--- config.mk ---
export PLATFORM = sky130hd
export DESIGN_NAME = transfer_descriptor_trb_splitter
export DESIGN_NICKNAME = d
export VERILOG_FILES = /design/src/rtl/tdts_pkg.sv /design/src/rtl/tdts_div.sv /design/src/rtl/transfer_descriptor_trb_splitter.sv
export SDC_FILE = /design/constraint.sdc
export NUM_CORES = 1
export LEC_CHECK = 0
export BUFFER_PORTS_ARGS = -buffer_cell sky130_fd_sc_hd__buf_4
export CAP_MARGIN = 10
export CORE_ASPECT_RATIO = 0.6
export CORE_MARGIN = 5
export CORE_UTILIZATION = 36
export CTS_BUF_LIST = sky130_fd_sc_hd__clkbuf_4 sky130_fd_sc_hd__clkbuf_8
export DETAILED_ROUTE_END_ITERATION = 8
export REMOVE_ABC_BUFFERS = 1
export SYNTH_ARGS = -nofsm -noshare
export SYNTH_HDL_FRONTEND = slang
export SYNTH_SLANG_ARGS = --single-unit
--- constraint.sdc ---
create_clock -name clk -period 13.62 [get_ports clk]
set_input_delay 0.681 -clock clk [delete_from_list [all_inputs] [get_ports clk]]
set_output_delay 0.681 -clock clk [all_outputs]
set_load 0.005 [all_outputs]
--- src/rtl/tdts_pkg.sv ---
`timescale 1ns / 1ps
// ----------------------------------------------------------------------------
// tdts_pkg: shared types and constants of the transfer descriptor splitter
// Widths, result kinds, sequencer control word and the microprogram ROM.
// ----------------------------------------------------------------------------
package tdts_pkg;

	localparam int RING_SLOTS_DEF   = 32;
	localparam int MAX_SEGMENTS_DEF = 8;

	localparam int ADDR_W     = 32;
	localparam int LEN_W      = 20;
	localparam int MPS_W      = 11;
	localparam int SEG_W      = 17;
	localparam int PKT_W      = 5;
	localparam int SLOT_OUT_W = 5;
	localparam int DIV_W      = 21;
	localparam int DIV_CNT_W  = 5;
	localparam int RESULT_CAP = 17;
	localparam int RES_CNT_W  = 5;
	localparam int PC_W       = 4;

	localparam logic [SEG_W-1:0] PIECE_SPAN = 17'h10000;

	typedef enum logic [1:0] {
		KIND_NORMAL = 2'd0,
		KIND_DATA   = 2'd1,
		KIND_LINK   = 2'd2
	} trb_kind_t;

	typedef enum logic [3:0] {
		OP_NONE,
		OP_LOAD,
		OP_DIV_CEIL,
		OP_SAVE_CEIL,
		OP_DIV_CONS,
		OP_EMIT_DESC,
		OP_EMIT_LINK,
		OP_EMIT_REJ,
		OP_ADVANCE
	} seq_op_t;

	typedef enum logic [2:0] {
		COND_NEVER,
		COND_ALWAYS,
		COND_NO_INPUT,
		COND_OVERSIZE,
		COND_DIV_BUSY,
		COND_OUT_BUSY,
		COND_NO_LINK,
		COND_MORE
	} seq_cond_t;

	typedef struct packed {
		seq_op_t         op;
		seq_cond_t       cond;
		logic [PC_W-1:0] target;
	} ctrl_word_t;

	// Microprogram step addresses
	localparam logic [PC_W-1:0] STEP_IDLE  = 4'd0;
	localparam logic [PC_W-1:0] STEP_CHECK = 4'd1;
	localparam logic [PC_W-1:0] STEP_DIVC  = 4'd2;
	localparam logic [PC_W-1:0] STEP_WAITC = 4'd3;
	localparam logic [PC_W-1:0] STEP_SAVEC = 4'd4;
	localparam logic [PC_W-1:0] STEP_PIECE = 4'd5;
	localparam logic [PC_W-1:0] STEP_WAITP = 4'd6;
	localparam logic [PC_W-1:0] STEP_EMITD = 4'd7;
	localparam logic [PC_W-1:0] STEP_LCHK  = 4'd8;
	localparam logic [PC_W-1:0] STEP_LINK  = 4'd9;
	localparam logic [PC_W-1:0] STEP_ADV   = 4'd10;
	localparam logic [PC_W-1:0] STEP_END   = 4'd11;
	localparam logic [PC_W-1:0] STEP_REJ   = 4'd12;
	localparam logic [PC_W-1:0] STEP_REND  = 4'd13;

	typedef struct packed {
		logic             start;
		logic [DIV_W-1:0] dividend;
		logic [MPS_W-1:0] divisor;
	} div_req_t;

	typedef struct packed {
		logic             busy;
		logic [DIV_W-1:0] quotient;
	} div_rsp_t;

	// Jump to target when the condition holds, else fall through to the next step
	function automatic ctrl_word_t seq_rom(input logic [PC_W-1:0] step);
		ctrl_word_t w;
		w = '{op: OP_NONE, cond: COND_ALWAYS, target: STEP_IDLE};
		case (step)
			STEP_IDLE:  w = '{op: OP_LOAD,      cond: COND_NO_INPUT, target: STEP_IDLE};
			STEP_CHECK: w = '{op: OP_NONE,      cond: COND_OVERSIZE, target: STEP_REJ};
			STEP_DIVC:  w = '{op: OP_DIV_CEIL,  cond: COND_NEVER,    target: STEP_IDLE};
			STEP_WAITC: w = '{op: OP_NONE,      cond: COND_DIV_BUSY, target: STEP_WAITC};
			STEP_SAVEC: w = '{op: OP_SAVE_CEIL, cond: COND_NEVER,    target: STEP_IDLE};
			STEP_PIECE: w = '{op: OP_DIV_CONS,  cond: COND_NEVER,    target: STEP_IDLE};
			STEP_WAITP: w = '{op: OP_NONE,      cond: COND_DIV_BUSY, target: STEP_WAITP};
			STEP_EMITD: w = '{op: OP_EMIT_DESC, cond: COND_OUT_BUSY, target: STEP_EMITD};
			STEP_LCHK:  w = '{op: OP_NONE,      cond: COND_NO_LINK,  target: STEP_ADV};
			STEP_LINK:  w = '{op: OP_EMIT_LINK, cond: COND_OUT_BUSY, target: STEP_LINK};
			STEP_ADV:   w = '{op: OP_ADVANCE,   cond: COND_MORE,     target: STEP_PIECE};
			STEP_END:   w = '{op: OP_NONE,      cond: COND_ALWAYS,   target: STEP_IDLE};
			STEP_REJ:   w = '{op: OP_EMIT_REJ,  cond: COND_OUT_BUSY, target: STEP_REJ};
			STEP_REND:  w = '{op: OP_NONE,      cond: COND_ALWAYS,   target: STEP_IDLE};
			default:    w = '{op: OP_NONE,      cond: COND_ALWAYS,   target: STEP_IDLE};
		endcase
		return w;
	endfunction

endpackage

--- src/rtl/tdts_div.sv ---
`timescale 1ns / 1ps
// ----------------------------------------------------------------------------
// tdts_div: iterative unsigned divider
// Restoring division, one quotient bit per cycle.
// ----------------------------------------------------------------------------
module tdts_div (
	input  logic               clk,
	input  logic               arst_n,
	input  tdts_pkg::div_req_t req,
	output tdts_pkg::div_rsp_t rsp
);
	import tdts_pkg::*;

	logic                 busy_q;
	logic [DIV_CNT_W-1:0] cnt_q;
	logic [MPS_W-1:0]     rem_q;
	logic [DIV_W-1:0]     quo_q;
	logic [MPS_W-1:0]     dvs_q;

	logic [MPS_W:0]   trial;
	logic [MPS_W:0]   diff;
	logic             ge;
	logic [MPS_W-1:0] rem_next;

	always_comb begin
		trial    = {rem_q, quo_q[DIV_W-1]};
		diff     = trial - {1'b0, dvs_q};
		ge       = trial >= {1'b0, dvs_q};
		rem_next = ge ? diff[MPS_W-1:0] : trial[MPS_W-1:0];
	end

	always_ff @(posedge clk or negedge arst_n) begin
		if (!arst_n) begin
			busy_q <= 1'b0;
			cnt_q  <= '0;
		end else if (req.start) begin
			busy_q <= 1'b1;
			cnt_q  <= '0;
		end else if (busy_q) begin
			cnt_q <= cnt_q + 1'b1;
			if (cnt_q == DIV_CNT_W'(DIV_W - 1)) begin
				busy_q <= 1'b0;
			end
		end
	end

	// Shift the dividend out as the quotient shifts in
	always_ff @(posedge clk) begin
		if (req.start) begin
			rem_q <= '0;
			quo_q <= req.dividend;
			dvs_q <= req.divisor;
		end else if (busy_q) begin
			rem_q <= rem_next;
			quo_q <= {quo_q[DIV_W-2:0], ge};
		end
	end

	assign rsp.busy     = busy_q;
	assign rsp.quotient = quo_q;

endmodule

--- src/rtl/transfer_descriptor_trb_splitter.sv ---
`timescale 1ns / 1ps
// ----------------------------------------------------------------------------
// transfer_descriptor_trb_splitter: transfer request to ring descriptors
// Cuts a buffer at 64 KiB boundaries into descriptors, tracks the enqueue
// slot and producer cycle of a single-segment ring and emits link updates.
// ----------------------------------------------------------------------------
// Channel   Dir  Handshake                     Contents
// s_axis    in   s_axis_tvalid/s_axis_tready   one transfer request
// m_axis    out  m_axis_tvalid/m_axis_tready   descriptor, link update or reject
//
// A microcoded sequencer runs a ROM program; a shared bit-serial divider
// gives the packet counts. Output stalls hold the sequencer at its emit
// step. Reset puts the enqueue slot at 0 and the producer cycle at 1; one
// request is worked on at a time.
// ----------------------------------------------------------------------------
module transfer_descriptor_trb_splitter #(
	parameter int RING_SLOTS   = tdts_pkg::RING_SLOTS_DEF,
	parameter int MAX_SEGMENTS = tdts_pkg::MAX_SEGMENTS_DEF
) (
	input  logic        clk,
	input  logic        arst_n,
	input  logic        s_axis_tvalid,
	output logic        s_axis_tready,
	// [31:0] buffer_address, [51:32] byte_length, [62:52] max_packet_size,
	// [63] direction_in
	input  logic [63:0] s_axis_tdata,
	// [0] is_control_data
	input  logic        s_axis_tuser,
	output logic        m_axis_tvalid,
	input  logic        m_axis_tready,
	// [4:0] slot_index, [36:5] segment_address, [53:37] segment_length,
	// [58:54] packets_left, [59] chain_flag, [60] irq_on_complete,
	// [61] stage_direction, [62] cycle_bit, [63] zero
	output logic [63:0] m_axis_tdata,
	// [1:0] trb_kind, [2] rejected
	output logic [2:0]  m_axis_tuser,
	// last_of_run
	output logic        m_axis_tlast
);
	import tdts_pkg::*;

	localparam int SLOT_W = $clog2(RING_SLOTS);
	localparam logic [SLOT_W-1:0]     SLOT_PRE_LINK = SLOT_W'(RING_SLOTS - 2);
	localparam logic [SLOT_OUT_W-1:0] LINK_SLOT     = SLOT_OUT_W'((RING_SLOTS - 1) % 32);
	localparam logic [DIV_W-1:0]      SEG_LIMIT     = DIV_W'(MAX_SEGMENTS * 65536);

	// Sequencer
	logic [PC_W-1:0] pc_q;
	logic [PC_W-1:0] pc_next;
	ctrl_word_t      ctrl;
	logic            cond_true;

	// Request registers
	logic [ADDR_W-1:0] addr_q;
	logic [LEN_W-1:0]  rem_len_q;
	logic [LEN_W-1:0]  cons_q;
	logic [MPS_W-1:0]  mps_q;
	logic              ctrl_q;
	logic              dir_q;
	logic              first_q;
	logic [DIV_W-1:0]  ceil_q;

	// Ring state
	logic [SLOT_W-1:0]    slot_q;
	logic                 cycle_q;
	logic                 link_pend_q;
	logic [RES_CNT_W-1:0] res_cnt_q;

	// Output register
	logic                  out_valid_q;
	logic [SLOT_OUT_W-1:0] o_slot_q;
	trb_kind_t             o_kind_q;
	logic [ADDR_W-1:0]     o_addr_q;
	logic [SEG_W-1:0]      o_len_q;
	logic [PKT_W-1:0]      o_pkts_q;
	logic                  o_chain_q;
	logic                  o_irq_q;
	logic                  o_dir_q;
	logic                  o_cycle_q;
	logic                  o_rej_q;
	logic                  o_last_q;

	// Datapath
	div_req_t              div_req;
	div_rsp_t              div_rsp;
	logic [SEG_W-1:0]      span;
	logic                  piece_last;
	logic [SEG_W-1:0]      piece_len;
	logic                  oversize;
	logic                  out_free;
	logic                  accept;
	logic                  emit_fire;
	logic                  out_load;
	logic                  link_follows;
	logic                  cap_last;
	logic                  data_stage;
	logic [DIV_W-1:0]      pkt_diff;
	logic [PKT_W-1:0]      pkt_left;
	logic [SLOT_W+SLOT_OUT_W-1:0] slot_wide;

	logic [SLOT_OUT_W-1:0] n_slot;
	trb_kind_t             n_kind;
	logic [ADDR_W-1:0]     n_addr;
	logic [SEG_W-1:0]      n_len;
	logic [PKT_W-1:0]      n_pkts;
	logic                  n_chain;
	logic                  n_irq;
	logic                  n_dir;
	logic                  n_rej;
	logic                  n_last;

	tdts_div u_div (
		.clk    (clk),
		.arst_n (arst_n),
		.req    (div_req),
		.rsp    (div_rsp)
	);

	// Current piece: up to the next 64 KiB boundary, or the rest of the buffer
	always_comb begin
		span       = PIECE_SPAN - {1'b0, addr_q[15:0]};
		piece_last = rem_len_q <= LEN_W'(span);
		piece_len  = piece_last ? SEG_W'(rem_len_q) : span;
		oversize   = ({5'b0, addr_q[15:0]} + {1'b0, rem_len_q}) > SEG_LIMIT;
	end

	assign ctrl          = seq_rom(pc_q);
	assign out_free      = !out_valid_q || m_axis_tready;
	assign s_axis_tready = (ctrl.op == OP_LOAD);
	assign accept        = s_axis_tvalid && s_axis_tready;
	assign emit_fire     = out_free && ((ctrl.op == OP_EMIT_DESC) ||
		(ctrl.op == OP_EMIT_LINK) || (ctrl.op == OP_EMIT_REJ));
	// Results beyond the cap are dropped; state still advances
	assign out_load      = emit_fire && (res_cnt_q < RES_CNT_W'(RESULT_CAP));

	always_comb begin
		case (ctrl.cond)
			COND_NEVER:    cond_true = 1'b0;
			COND_ALWAYS:   cond_true = 1'b1;
			COND_NO_INPUT: cond_true = !s_axis_tvalid;
			COND_OVERSIZE: cond_true = oversize;
			COND_DIV_BUSY: cond_true = div_rsp.busy;
			COND_OUT_BUSY: cond_true = !out_free;
			COND_NO_LINK:  cond_true = !link_pend_q;
			COND_MORE:     cond_true = !piece_last;
			default:       cond_true = 1'b1;
		endcase
		pc_next = cond_true ? ctrl.target : pc_q + 1'b1;
	end

	// Ceiling packet count first, then the floor of bytes consumed per piece
	always_comb begin
		div_req.start    = (ctrl.op == OP_DIV_CEIL) || ((ctrl.op == OP_DIV_CONS) && !piece_last);
		div_req.divisor  = mps_q;
		div_req.dividend = (ctrl.op == OP_DIV_CEIL)
			? DIV_W'(rem_len_q) + DIV_W'(mps_q) - 1'b1
			: DIV_W'(cons_q) + DIV_W'(span);
	end

	always_comb begin
		pkt_diff     = ceil_q - div_rsp.quotient;
		pkt_left     = piece_last ? '0 :
			((|pkt_diff[DIV_W-1:PKT_W]) ? '1 : pkt_diff[PKT_W-1:0]);
		link_follows = (slot_q == SLOT_PRE_LINK);
		cap_last     = (res_cnt_q == RES_CNT_W'(RESULT_CAP - 1));
		data_stage   = first_q && ctrl_q;
		slot_wide    = (SLOT_W + SLOT_OUT_W)'(slot_q);
	end

	// Select the fields of the result being emitted
	always_comb begin
		n_slot  = '0;
		n_kind  = KIND_NORMAL;
		n_addr  = '0;
		n_len   = '0;
		n_pkts  = '0;
		n_chain = 1'b0;
		n_irq   = 1'b0;
		n_dir   = 1'b0;
		n_rej   = 1'b0;
		n_last  = 1'b1;
		case (ctrl.op)
			OP_EMIT_DESC: begin
				n_slot  = slot_wide[SLOT_OUT_W-1:0];
				n_kind  = data_stage ? KIND_DATA : KIND_NORMAL;
				n_addr  = addr_q;
				n_len   = piece_len;
				n_pkts  = pkt_left;
				n_chain = !piece_last;
				n_irq   = piece_last;
				n_dir   = data_stage && dir_q;
				n_last  = (piece_last && !link_follows) || cap_last;
			end
			OP_EMIT_LINK: begin
				n_slot  = LINK_SLOT;
				n_kind  = KIND_LINK;
				n_chain = !piece_last;
				n_last  = piece_last || cap_last;
			end
			OP_EMIT_REJ: begin
				n_rej  = 1'b1;
			end
			default: begin
				n_last = 1'b1;
			end
		endcase
	end

	// Control state
	always_ff @(posedge clk or negedge arst_n) begin
		if (!arst_n) begin
			pc_q        <= STEP_IDLE;
			slot_q      <= '0;
			cycle_q     <= 1'b1;
			link_pend_q <= 1'b0;
			res_cnt_q   <= '0;
			out_valid_q <= 1'b0;
		end else begin
			pc_q <= pc_next;
			if (accept) begin
				res_cnt_q <= '0;
			end else if (out_load) begin
				res_cnt_q <= res_cnt_q + 1'b1;
			end
			// Advance the enqueue slot; arm a link update ahead of the link slot
			if (emit_fire && (ctrl.op == OP_EMIT_DESC)) begin
				if (link_follows) begin
					slot_q      <= '0;
					link_pend_q <= 1'b1;
				end else begin
					slot_q <= slot_q + 1'b1;
				end
			end
			// Toggle the producer cycle once the link update is out
			if (emit_fire && (ctrl.op == OP_EMIT_LINK)) begin
				cycle_q     <= !cycle_q;
				link_pend_q <= 1'b0;
			end
			if (out_load) begin
				out_valid_q <= 1'b1;
			end else if (m_axis_tready) begin
				out_valid_q <= 1'b0;
			end
		end
	end

	// Request payload
	always_ff @(posedge clk) begin
		if (accept) begin
			addr_q    <= s_axis_tdata[31:0];
			rem_len_q <= s_axis_tdata[51:32];
			cons_q    <= '0;
			mps_q     <= (s_axis_tdata[62:52] == '0) ? MPS_W'(1) : s_axis_tdata[62:52];
			dir_q     <= s_axis_tdata[63];
			ctrl_q    <= s_axis_tuser;
			first_q   <= 1'b1;
		end else if (ctrl.op == OP_ADVANCE) begin
			addr_q    <= addr_q + ADDR_W'(piece_len);
			rem_len_q <= rem_len_q - LEN_W'(piece_len);
			cons_q    <= cons_q + LEN_W'(piece_len);
			first_q   <= 1'b0;
		end
		if (ctrl.op == OP_SAVE_CEIL) begin
			ceil_q <= div_rsp.quotient;
		end
	end

	// Output payload: hold while the transaction waits
	always_ff @(posedge clk) begin
		if (out_load) begin
			o_slot_q  <= n_slot;
			o_kind_q  <= n_kind;
			o_addr_q  <= n_addr;
			o_len_q   <= n_len;
			o_pkts_q  <= n_pkts;
			o_chain_q <= n_chain;
			o_irq_q   <= n_irq;
			o_dir_q   <= n_dir;
			o_cycle_q <= n_rej ? 1'b0 : cycle_q;
			o_rej_q   <= n_rej;
			o_last_q  <= n_last;
		end
	end

	assign m_axis_tvalid = out_valid_q;
	assign m_axis_tdata  = {1'b0, o_cycle_q, o_dir_q, o_irq_q, o_chain_q, o_pkts_q,
		o_len_q, o_addr_q, o_slot_q};
	assign m_axis_tuser  = {o_rej_q, o_kind_q};
	assign m_axis_tlast  = o_last_q;

`ifndef NO_ASSERTIONS
	a_div_idle_on_start: assert property (@(posedge clk) disable iff (!arst_n)
		div_req.start |-> !div_rsp.busy)
		else $error("divider started while busy");

	a_link_slot_zero: assert property (@(posedge clk) disable iff (!arst_n)
		link_pend_q |-> (slot_q == '0))
		else $error("pending link update with nonzero enqueue slot");

	a_cycle_toggle: assert property (@(posedge clk) disable iff (!arst_n)
		(emit_fire && (ctrl.op == OP_EMIT_LINK)) |=> (cycle_q != $past(cycle_q)))
		else $error("producer cycle did not toggle after link update");

	a_result_cap: assert property (@(posedge clk) disable iff (!arst_n)
		res_cnt_q <= RES_CNT_W'(RESULT_CAP))
		else $error("result count beyond cap");
`endif

endmodule

==> results.py, run 1 <==
metrics = {
    "global_route": {
        "grt_max_degree": 72,
        "grt_usage_pct": 19.16,
        "grt_overflow": 0,
        "grt_pass1_vias": 14630,
        "grt_antenna_before_repair": 2,
        "grt_pass1_wl_mm": 84.22,
    },
    "logic_synthesis": {
        "async_flop_share_pct": 9.583,
        "ys_warn_count": 0,
        "synth_top_area_cell": "edfxtp_1",
        "netlist_area_sq_um": 18090,
        "synth_area_per_cell_sq_um": 9.196,
        "synth-edff-count": 185,
        "synth_cell_types": 91,
        "ys.flop_type": "edfxtp_1",
        "synth_area_leaders": "edfxtp_1 (31%), ha_1 (12%), inv_1 (3.8%), o21ai_0 (3.8%), nor2_1 (3.7%)",
        "synthCells": 1967,
        "synth_top_area_share_pct": 30.71,
        "ys_ff_latch": 240,
        "synth-seq-area-share_pct": 37.44,
    },
    "finish": {
        "mostFrequentLayoutCells": "edfxtp_1 (185), inv_1 (182), ha_1 (180)",
        "layout.nets": 2343,
        "fillCellCount": 4912,
        "final_common_cell": "edfxtp_1",
        "diodes": 0,
        "drive_above_1_share_pct": 12.10,
        "area_delta_synth_final_pct": 13.60,
    },
    "sta": {
        "hold_viol": 0,
        "fin_tns_setup_ns": 0,
        "worstMarginPinSlew_ns": 1.118,
        "setup_violations": 0,
        "fmax_mhz": 121.5,
        "grt_setup_unrepaired": "false",
        "max_slew_margin_pct": 25.29,
        "final.period_utilization_pct": 60.42,
        "slew_violations": 0,
        "fin_crit_ns": 8.230,
        "fin_worst_skew_ns": 0.03319,
    },
    "drt": {
        "drt-met1-wl_mm": 27.45,
        "vias": 15370,
        "ant_nets": 0,
        "routed_via_density": 5.558,
        "wl_met3_mm": 4.353,
        "wire_per_inst_um": 19.90,
        "top_layer": "met5",
        "drt_first_pass_iters": 5,
        "drtIter0Drc": 1256,
        "route.met2.wl_mm": 22.16,
        "drc": 0,
        "wirelength_mm": 55.03,
    },
    "clock_network": {
        "cts_hold_buffers": 1,
        "cts_tree": "yes",
        "root_buffer": "clkbuf_8",
        "h-tree-depth": 2,
        "cts-resized-gates": 0,
        "clockBufferDepth": 3,
        "path_clk_slew_ns": 0.06,
        "clock-sinks": 240,
        "clock_latency_ns": 0.59,
        "post-cts-setup-buffers": 0,
        "cts_buffers": 42,
    },
    "setup_path": {
        "crit_arrival_ns": 8.52,
        "cp_slowest_cell": "o41ai_1",
        "path_max_fanout": 25,
        "ff2ff_path_depth": 23,
        "r2r_start": "addr_q[2]$_DFFE_PP_",
        "crit_top_cell": "nor4_1",
        "worstPathCellList": "nor4_1 > nand2_1 > or3_1 > nor4_1 > xnor2_1 > inv_1 > ha_1 > nand4b_1 > nor4_1 > o21ai_0 > a31oi_4 > buf_4 > mux2i_1 > fa_1 > and2b_1 > o31ai_1 > a2111oi_2 > o41ai_1 > a2111oi_0 > nor2_1 > nor2_1 > xnor2_1 > o21ai_0",
        "r2r-end": "addr_q[30]$_DFFE_PP_",
        "crit_type": "reg2reg",
        "start_kind": "flip-flop",
        "required_ns": 13.91,
        "cpPeakStageDelay_ns": 0.88,
        "reg2reg_slack_ns": 5.39,
        "cp-end-kind": "flip-flop",
    },
    "min_path": {
        "hold_depth": 1,
        "min-delay-path-class": "in2reg",
        "hp-start": "s_axis_tdata[63]",
        "hold-path-endpoint": "dir_q$_DFFE_PP_",
    },
    "die": {
        "io_pins": 139,
        "core-area_sq_um": 49500,
        "die_y_um": 183.6,
        "die_w_um": 299.4,
        "std_cell_rows": 63,
        "die-area_sq_um": 54980,
        "initial_core_util_pct": 36.54,
    },
    "placed_design": {
        "io_buffers": 137,
        "dp_hpwl_mm": 41.82,
        "gp_congestion": 0.9328,
    },
    "job": {
        "maxCapViolCount": 0,
    },
    "outcome": {
        "outcome": "complete, no violations",
    },
}
==> cell type report <==
cell class / instances / area [sq um] / share of cell area (%)
Clock buffer: 55 / 700.7 / 3.410
Sequential cell: 240 / 6773 / 32.96
Inverter: 185 / 694.4 / 3.379
Tap cell: 650 / 813.3 / 3.958
Clock inverter: 19 / 138.9 / 0.6759
Multi-Input combinational cell: 1472 / 10340 / 50.31
Timing Repair Buffer: 145 / 1091 / 5.310
==> kinds of logic (layout without fill, tap and decap cells) <==
group / count (synthesis) / count (layout) / synth area share (%)
AOI/OAI and AO/OA: 535 / 535 / 19.44
xor gates and xnor gates: 120 / 120 / 5.810
adders and majority gates: 188 / 188 / 13.34
buffers and inverters: 255 / 404 / 5.527
DFF: 240 / 240 / 37.44
muxes: 43 / 43 / 2.539
other: 1 / 1 / 0.02073
and+or+nand+nor: 585 / 585 / 15.89
==> worst max-delay path, delay by kind of cell, from the launching register on <==
family	cells	cell delay (ns)
multiplexers	1	0.63
buffers and inverters	2	0.48
adder cells (fa/ha/maj)	2	0.65
AND/OR/NAND/NOR	9	2.96
XOR/XNOR	2	0.39
flip-flops	1	0.55
AO/OA/AOI/OAI	7	2.25
==> cell usage after synthesis (41+ instances only) <==
cell,n
a21oi_1,119
clkbuf_1,51
inv_1,184
edfxtp_1,185
a211oi_1,43
nor2_1,176
ha_1,180
and2_1,45
nand2_1,133
xnor2_1,70
xor2_1,50
a21o_1,41
o21ai_0,136
==> sequential cells by signal (all words and copies together) (netlist names), 2 cells and up <==
name / cells
addr_q: 32
o_addr_q: 32
ceil_q: 21
u_div.quo_q: 21
cons_q: 20
rem_len_q: 20
o_len_q: 17
mps_q: 11
u_div.dvs_q: 11
u_div.rem_q: 11
o_pkts_q: 5
o_slot_q: 5
res_cnt_q: 5
slot_q: 5
u_div.cnt_q: 5
pc_q: 4
o_kind_q: 2
==> metal layers <==
| metal | global-route usage, % | up-vias |
|---|---|---|
| met1 | 29.07 | 7394 |
| met3 | 5.193 | 88 |
| met5 | 0 | - |
| met2 | 27.27 | 498 |
| li1 | - | 7389 |
| met4 | 3.861 | 4 |
==> worst max path at each step <==
stage                     slack [ns]                start                    to  cells past startpoint
after floorplan                 7.07  addr_q[4]$_DFFE_PP_  addr_q[31]$_DFFE_PP_                     23
after global placement          6.08  addr_q[2]$_DFFE_PP_  addr_q[24]$_DFFE_PP_                     23
after detailed placement        5.63  addr_q[2]$_DFFE_PP_  addr_q[30]$_DFFE_PP_                     23
final                           5.39  addr_q[2]$_DFFE_PP_  addr_q[30]$_DFFE_PP_                     23
after CTS                       5.61  addr_q[2]$_DFFE_PP_  addr_q[30]$_DFFE_PP_                     23
after global routing            4.97  addr_q[2]$_DFFE_PP_  addr_q[28]$_DFFE_PP_                     23
==> stage by stage <==
stage	worst slack [ns]	hold WS (ns)	std cells	utilization, %	area [sq um]
after global placement	6.076	0.4357	2691	39.79	19700
after floorplan	7.073	0.3854	1897	-	17780
after CTS	5.610	0.2453	2766	41.51	20550
after detailed placement	5.627	0.4359	2691	39.79	19700
after global routing	4.966	0.2420	2766	41.51	20550
final	5.390	0.2874	2766	41.51	20550
Power of run 1 is not shown: default switching activity piles up to over one toggle a cycle in this logic, so the estimate is an artifact.
==> run 2: changes to the inputs <==
--- a/config.mk
+++ b/config.mk
@@ -5,6 +5,7 @@
 export SDC_FILE = /design/constraint.sdc
 export NUM_CORES = 1
 export LEC_CHECK = 0
+export ABC_AREA = 1
 export BUFFER_PORTS_ARGS = -buffer_cell sky130_fd_sc_hd__buf_4
 export CAP_MARGIN = 10
 export CORE_ASPECT_RATIO = 0.6
==> constraint.sdc (replaced) <==
create_clock -name clk -period 6.81 [get_ports clk]
set_input_delay 0.3405 -clock clk [delete_from_list [all_inputs] [get_ports clk]]
set_output_delay 0.3405 -clock clk [all_outputs]
set_load 0.005 [all_outputs]
==> results.py, run 2 <==
metrics = {
    "finish": {
        "final_common_cell": "nand2_1",
        "final_util_pct": 42.13,
        "area_delta_synth_final_pct": 15.66,
        "layout.nets": 2952,
        "mostFrequentLayoutCells": "nand2_1 (594), inv_1 (351), nor2_1 (223)",
        "largestRegisters": "addr_q (32), o_addr_q (32)",
        "drive_above_1_share_pct": 12.42,
        "fin_area_sq_um": 22130,
    },
    "drt": {
        "drt_first_pass_iters": 5,
        "vias": 17980,
        "wire_per_inst_um": 19.17,
        "ant_nets": 0,
        "drc": 0,
        "routed_via_density": 5.235,
        "drtIter0Drc": 1925,
        "wirelength_mm": 65.83,
    },
    "sta": {
        "max_slew_margin_pct": 27.02,
        "whs_ns": 0.03088,
        "hold_viol": 0,
        "worstMarginPinSlew_ns": 1.083,
        "setup_violations": 0,
        "grt_setup_unrepaired": "false",
        "fin_worst_skew_ns": 0.02200,
        "slew_violations": 0,
        "fin_tns_setup_ns": 0,
        "fin_crit_ns": 6.321,
        "fmax_mhz": 158.2,
        "final.period_utilization_pct": 92.82,
    },
    "outcome": {
        "outcome": "complete, no violations",
    },
    "placed_design": {
        "placed_cell_area_sq_um": 20850,
        "gp_congestion": 1.008,
        "io_buffers": 137,
        "dp_hpwl_mm": 52.37,
    },
    "setup_path": {
        "cpPeakStageDelay_ns": 0.55,
        "cp-end-kind": "flip-flop",
        "required_ns": 7.17,
        "path_max_fanout": 16,
        "crit_type": "reg2reg",
        "start_kind": "flip-flop",
        "cp_slowest_cell": "nor4_1",
        "crit_top_cell": "nand2_1",
        "crit_arrival_ns": 6.68,
    },
    "die": {
        "die-area_sq_um": 58020,
        "initial_core_util_pct": 36.43,
        "std_cell_rows": 65,
        "core-area_sq_um": 52540,
        "io_pins": 139,
        "die_w_um": 307.7,
        "die_y_um": 188.6,
    },
    "global_route": {
        "grt_pass1_vias": 16730,
        "grt_pass1_wl_mm": 100.5,
        "grt_antenna_before_repair": 0,
        "grt_usage_pct": 22.11,
        "grt_max_degree": 66,
        "grt_overflow": 0,
    },
    "clock_network": {
        "clockBufferDepth": 3,
        "h-tree-depth": 2,
        "cts_buffers": 43,
        "clock-sinks": 240,
        "root_buffer": "clkbuf_8",
        "path_clk_slew_ns": 0.07,
        "cts_tree": "yes",
        "clock_latency_ns": 0.61,
    },
    "logic_synthesis": {
        "synth_top_area_share_pct": 29.03,
        "synth_area_per_cell_sq_um": 7.579,
        "synth-edff-count": 185,
        "synth_top_area_cell": "edfxtp_1",
        "netlist_area_sq_um": 19140,
        "synth_common_cells": "nand2_1 (597), inv_1 (352), nor2_1 (224)",
        "synthCells": 2525,
        "ys_warn_count": 0,
        "synth_area_leaders": "edfxtp_1 (29%), ha_1 (12%), nand2_1 (12%), inv_1 (6.9%), a21oi_1 (5.2%)",
        "async_flop_share_pct": 9.583,
        "synth-seq-area-share_pct": 35.39,
        "synthMostInstantiatedCell": "nand2_1",
        "ys.flop_type": "edfxtp_1",
        "synth_cell_types": 61,
        "ys_ff_latch": 240,
    },
    "min_path": {
        "min-delay-path-class": "in2reg",
    },
    "job": {
        "maxCapViolCount": 0,
    },
}
run 2: changes by cell type in the layout (fill, tap and decap cells not counted), sizes merged, moves of 23 or more:
cell         change
inv            +194
a211oi          -39
and2            -39
a21oi           +81
nor2            +59
nor2b           -25
nand3           +88
o21ai           +43
a21o            -31
xnor2           -34
nand2          +470
dlygate4sd3     +25
mux2i           -38
nand2b          -23
run 2: routing by layer:
metal  share of wire [%]  track usage, %  vias up
met5                   0               0        -
met2                  36           28.01      741
met3                  10           6.202       80
met4                 1.4           3.613        0
li1                    -               -     8780
met1                  52           36.55     8376
run 2: cell families (layout without fill, tap and decap cells):
logic type | after synthesis | count (layout) | share of synthesized area, %
adder cells (fa/ha/maj) | 188 | 188 | 12.61
buffers and inverters | 435 | 640 | 9.232
AND/OR/NAND/NOR | 1089 | 1089 | 24.35
AO/OA/AOI/OAI | 481 | 481 | 14.23
XOR/XNOR | 91 | 91 | 4.165
flip-flops | 240 | 240 | 35.39
other | 1 | 2 | 0.01960
run 2: final cells by class:
type	instances	area, sq um
well taps	703	879.6
clock inverters	15	192.7
inverters	377	1415
diodes	1	2.502
flip-flops and latches	240	6773
multi-input cells	1850	10650
repair buffers	183	1439
fillers	5445	30400
clock buffers	65	782.0
run 2: repair_timing:
action	in CTS	in global routing
buffers inserted	0	1
endpoints found under the setup margin	0	39
hold buffers	26	0
gates resized for setup	0	10
endpoints found under the hold margin	48	0
run 2: final timing paths:
kind,slack [ns],cells after the start,startpoint,endpoint
max in group asynchronous,6.33,2,arst_n,cycle_q$_DFFE_PN1P_
min in group asynchronous,0.18,2,arst_n,slot_q[1]$_DFFE_PN0P_
min,0.03,3,s_axis_tdata[39],rem_len_q[7]$_DFFE_PP_
max,0.49,33,addr_q[0]$_DFFE_PP_,addr_q[28]$_DFFE_PP_
max reg2reg,0.49,33,addr_q[0]$_DFFE_PP_,addr_q[28]$_DFFE_PP_
min reg2reg,0.44,0,u_div.quo_q[7]$_DFFE_PP_,ceil_q[7]$_DFFE_PN_
run 2: stage by stage:
step / cells / setup WS, ns
floorplan: 2467 / 0.8702
global placement: 3326 / 0.3293
detailed placement: 3326 / 0.1338
CTS: 3432 / 0.1139
global route: 3433 / 0.0004934
finish: 3434 / 0.4888
run 2: worst max-delay path, delay by kind of cell (launching register included):
kind / cells / cell delay, ns
AO/OA/AOI/OAI: 1 / 0.10
AND/OR/NAND/NOR: 25 / 3.99
adder cells (fa/ha/maj): 3 / 0.87
flip-flops: 1 / 0.48
XOR/XNOR: 1 / 0.16
buffers and inverters: 3 / 0.47
Power of run 2 is left out for the same reason.
==> run 3: changes to the inputs <==
--- a/config.mk
+++ b/config.mk
@@ -13,7 +13,6 @@
 export CORE_UTILIZATION = 36
 export CTS_BUF_LIST = sky130_fd_sc_hd__clkbuf_4 sky130_fd_sc_hd__clkbuf_8
 export DETAILED_ROUTE_END_ITERATION = 8
-export REMOVE_ABC_BUFFERS = 1
 export SYNTH_ARGS = -nofsm -noshare
 export SYNTH_HDL_FRONTEND = slang
 export SYNTH_SLANG_ARGS = --single-unit
==> results.py, run 3 (synthesis results as in run 2) <==
metrics = {
    "outcome": {
        "outcome": "complete, no violations",
    },
    "global_route": {
        "grt_max_degree": 74,
        "grt_antenna_before_repair": 0,
        "grt_usage_pct": 22.08,
        "use_met1_pct": 36.37,
        "grt_pass1_vias": 16680,
        "met2_usage_pct": 27.81,
        "grtUsageMet3_pct": 6.449,
        "grt_overflow": 0,
        "busiest_layer": "met1",
        "grt_pass1_wl_mm": 99.71,
    },
    "die": {
        "die_y_um": 188.6,
        "core-area_sq_um": 52540,
        "die_w_um": 307.7,
        "initial_core_util_pct": 36.43,
        "die-area_sq_um": 58020,
        "std_cell_rows": 65,
        "io_pins": 139,
    },
    "finish": {
        "final_common_cell": "nand2_1",
        "drive_above_1_share_pct": 12.49,
        "fin_area_sq_um": 22400,
        "largestRegisters": "addr_q (32), o_addr_q (32)",
        "mostFrequentLayoutCells": "nand2_1 (594), inv_1 (352), nor2_1 (222)",
        "area_delta_synth_final_pct": 17.04,
        "diodes": 0,
        "layout.nets": 2976,
    },
    "clock_network": {
        "clock_latency_ns": 0.61,
        "cts_tree": "yes",
        "root_buffer": "clkbuf_8",
        "path_clk_slew_ns": 0.07,
        "clockBufferDepth": 3,
        "h-tree-depth": 2,
        "clock-sinks": 240,
        "cts_buffers": 43,
    },
    "setup_path": {
        "path_max_fanout": 12,
        "crit_arrival_ns": 6.84,
        "ff2ff_path_depth": 34,
        "cpPeakStageDelay_ns": 0.57,
        "crit_type": "reg2reg",
        "start_kind": "flip-flop",
        "cp_slowest_cell": "a211oi_1",
        "crit_top_cell": "nand2_1",
        "crit_buf_inv": 4,
        "cp_top_family": "simple AND/OR/NAND/NOR gates",
        "cp-end-kind": "flip-flop",
        "cp.depth": 34,
        "required_ns": 7.18,
    },
    "sta": {
        "final.period_utilization_pct": 95.04,
        "fin_crit_ns": 6.472,
        "slew_violations": 0,
        "grt_setup_unrepaired": "true",
        "setup_violations": 0,
        "fmax_mhz": 154.5,
        "hold_viol": 0,
        "max_slew_margin_pct": 33.02,
        "worstMarginPinSlew_ns": 1.002,
        "fin_worst_skew_ns": 0.02370,
    },
    "logic_synthesis": {
        "synth_nets": 2782,
    },
    "drt": {
        "ant_nets": 0,
        "wirelength_mm": 66.20,
        "drc": 0,
        "vias": 17900,
        "drtIter0Drc": 1801,
        "wire_per_inst_um": 19.15,
        "drt_first_pass_iters": 6,
        "routed_via_density": 5.178,
    },
    "min_path": {
        "hold_depth": 3,
        "min-delay-path-class": "in2reg",
    },
    "job": {
        "maxCapViolCount": 0,
    },
    "placed_design": {
        "io_buffers": 137,
        "gp_congestion": 1.000,
        "dp_hpwl_mm": 52.54,
        "placed_cell_area_sq_um": 20870,
    },
}
[run 3: metrics by stage]
| stage | std cells | setup TNS, ns | hold slack (ns) | setup slack (ns) | util, % |
|---|---|---|---|---|---|
| 2_1_floorplan | 2525 | 0 | 0.04491 | 1.572 | - |
| 3_3_place_gp | 3329 | -0.6487 | 0.2679 | -0.1884 | 39.72 |
| 3_5_place_dp | 3329 | -0.2398 | 0.2704 | -0.08996 | 39.72 |
| 4_1_cts | 3456 | 0 | 0.0006334 | 0.1554 | 42.46 |
| 5_1_grt | 3457 | 0 | 0.02045 | 0.003475 | 42.63 |
| 6_report | 3457 | 0 | 0.03404 | 0.3379 | 42.63 |
[run 3: final timing paths]
| kind | from | end | slack, ns |
|---|---|---|---|
| hold reg to reg | u_div.quo_q[15]$_DFFE_PP_ | ceil_q[15]$_DFFE_PN_ | 0.45 |
| setup / recovery | addr_q[0]$_DFFE_PP_ | addr_q[16]$_DFFE_PP_ | 0.34 |
| min in group asynchronous | arst_n | slot_q[3]$_DFFE_PN0P_ | 0.18 |
| setup reg to reg | addr_q[0]$_DFFE_PP_ | addr_q[16]$_DFFE_PP_ | 0.34 |
| max in group asynchronous | arst_n | cycle_q$_DFFE_PN1P_ | 6.33 |
| hold / removal | s_axis_tdata[1] | addr_q[1]$_DFFE_PP_ | 0.03 |
[run 3: layout make-up]
cell class | count | area [sq um]
clock inverter | 17 | 177.7
inverter | 377 | 1415
fill | 5432 | 30140
multi-input combinational | 1851 | 10700
clock buffer | 63 | 792.0
sequential | 240 | 6773
tap | 703 | 879.6
timing repair buffer | 206 | 1659
[run 3: layer usage]
metal | up-vias | routed length, um | part of all wire [%]
met5 | - | 0 | 0
met4 | 0 | 1100 | 1.7
met3 | 66 | 7330 | 11
met2 | 682 | 23200 | 35
met1 | 8311 | 34570 | 52
li1 | 8842 | - | -
[run 3: repair_timing]
| action | in CTS | in global routing |
|---|---|---|
| setup buffers | 2 | 0 |
| hold endpoints to repair | 67 | 0 |
| resized for setup | 1 | 14 |
| endpoints found under the setup margin | 5 | 41 |
| pin swaps | 1 | 1 |
| cloned | 0 | 1 |
| hold buffers | 45 | 0 |
[run 3: worst reg2reg max path: cells and delay by family, from the launching register on]
kind	cells	cell delay, ns
simple gates	19	2.56
compound gates	8	1.76
fa+ha+maj	3	0.91
buf+inv	4	0.60
flops	1	0.42
Power of run 3 is left out for the same reason.
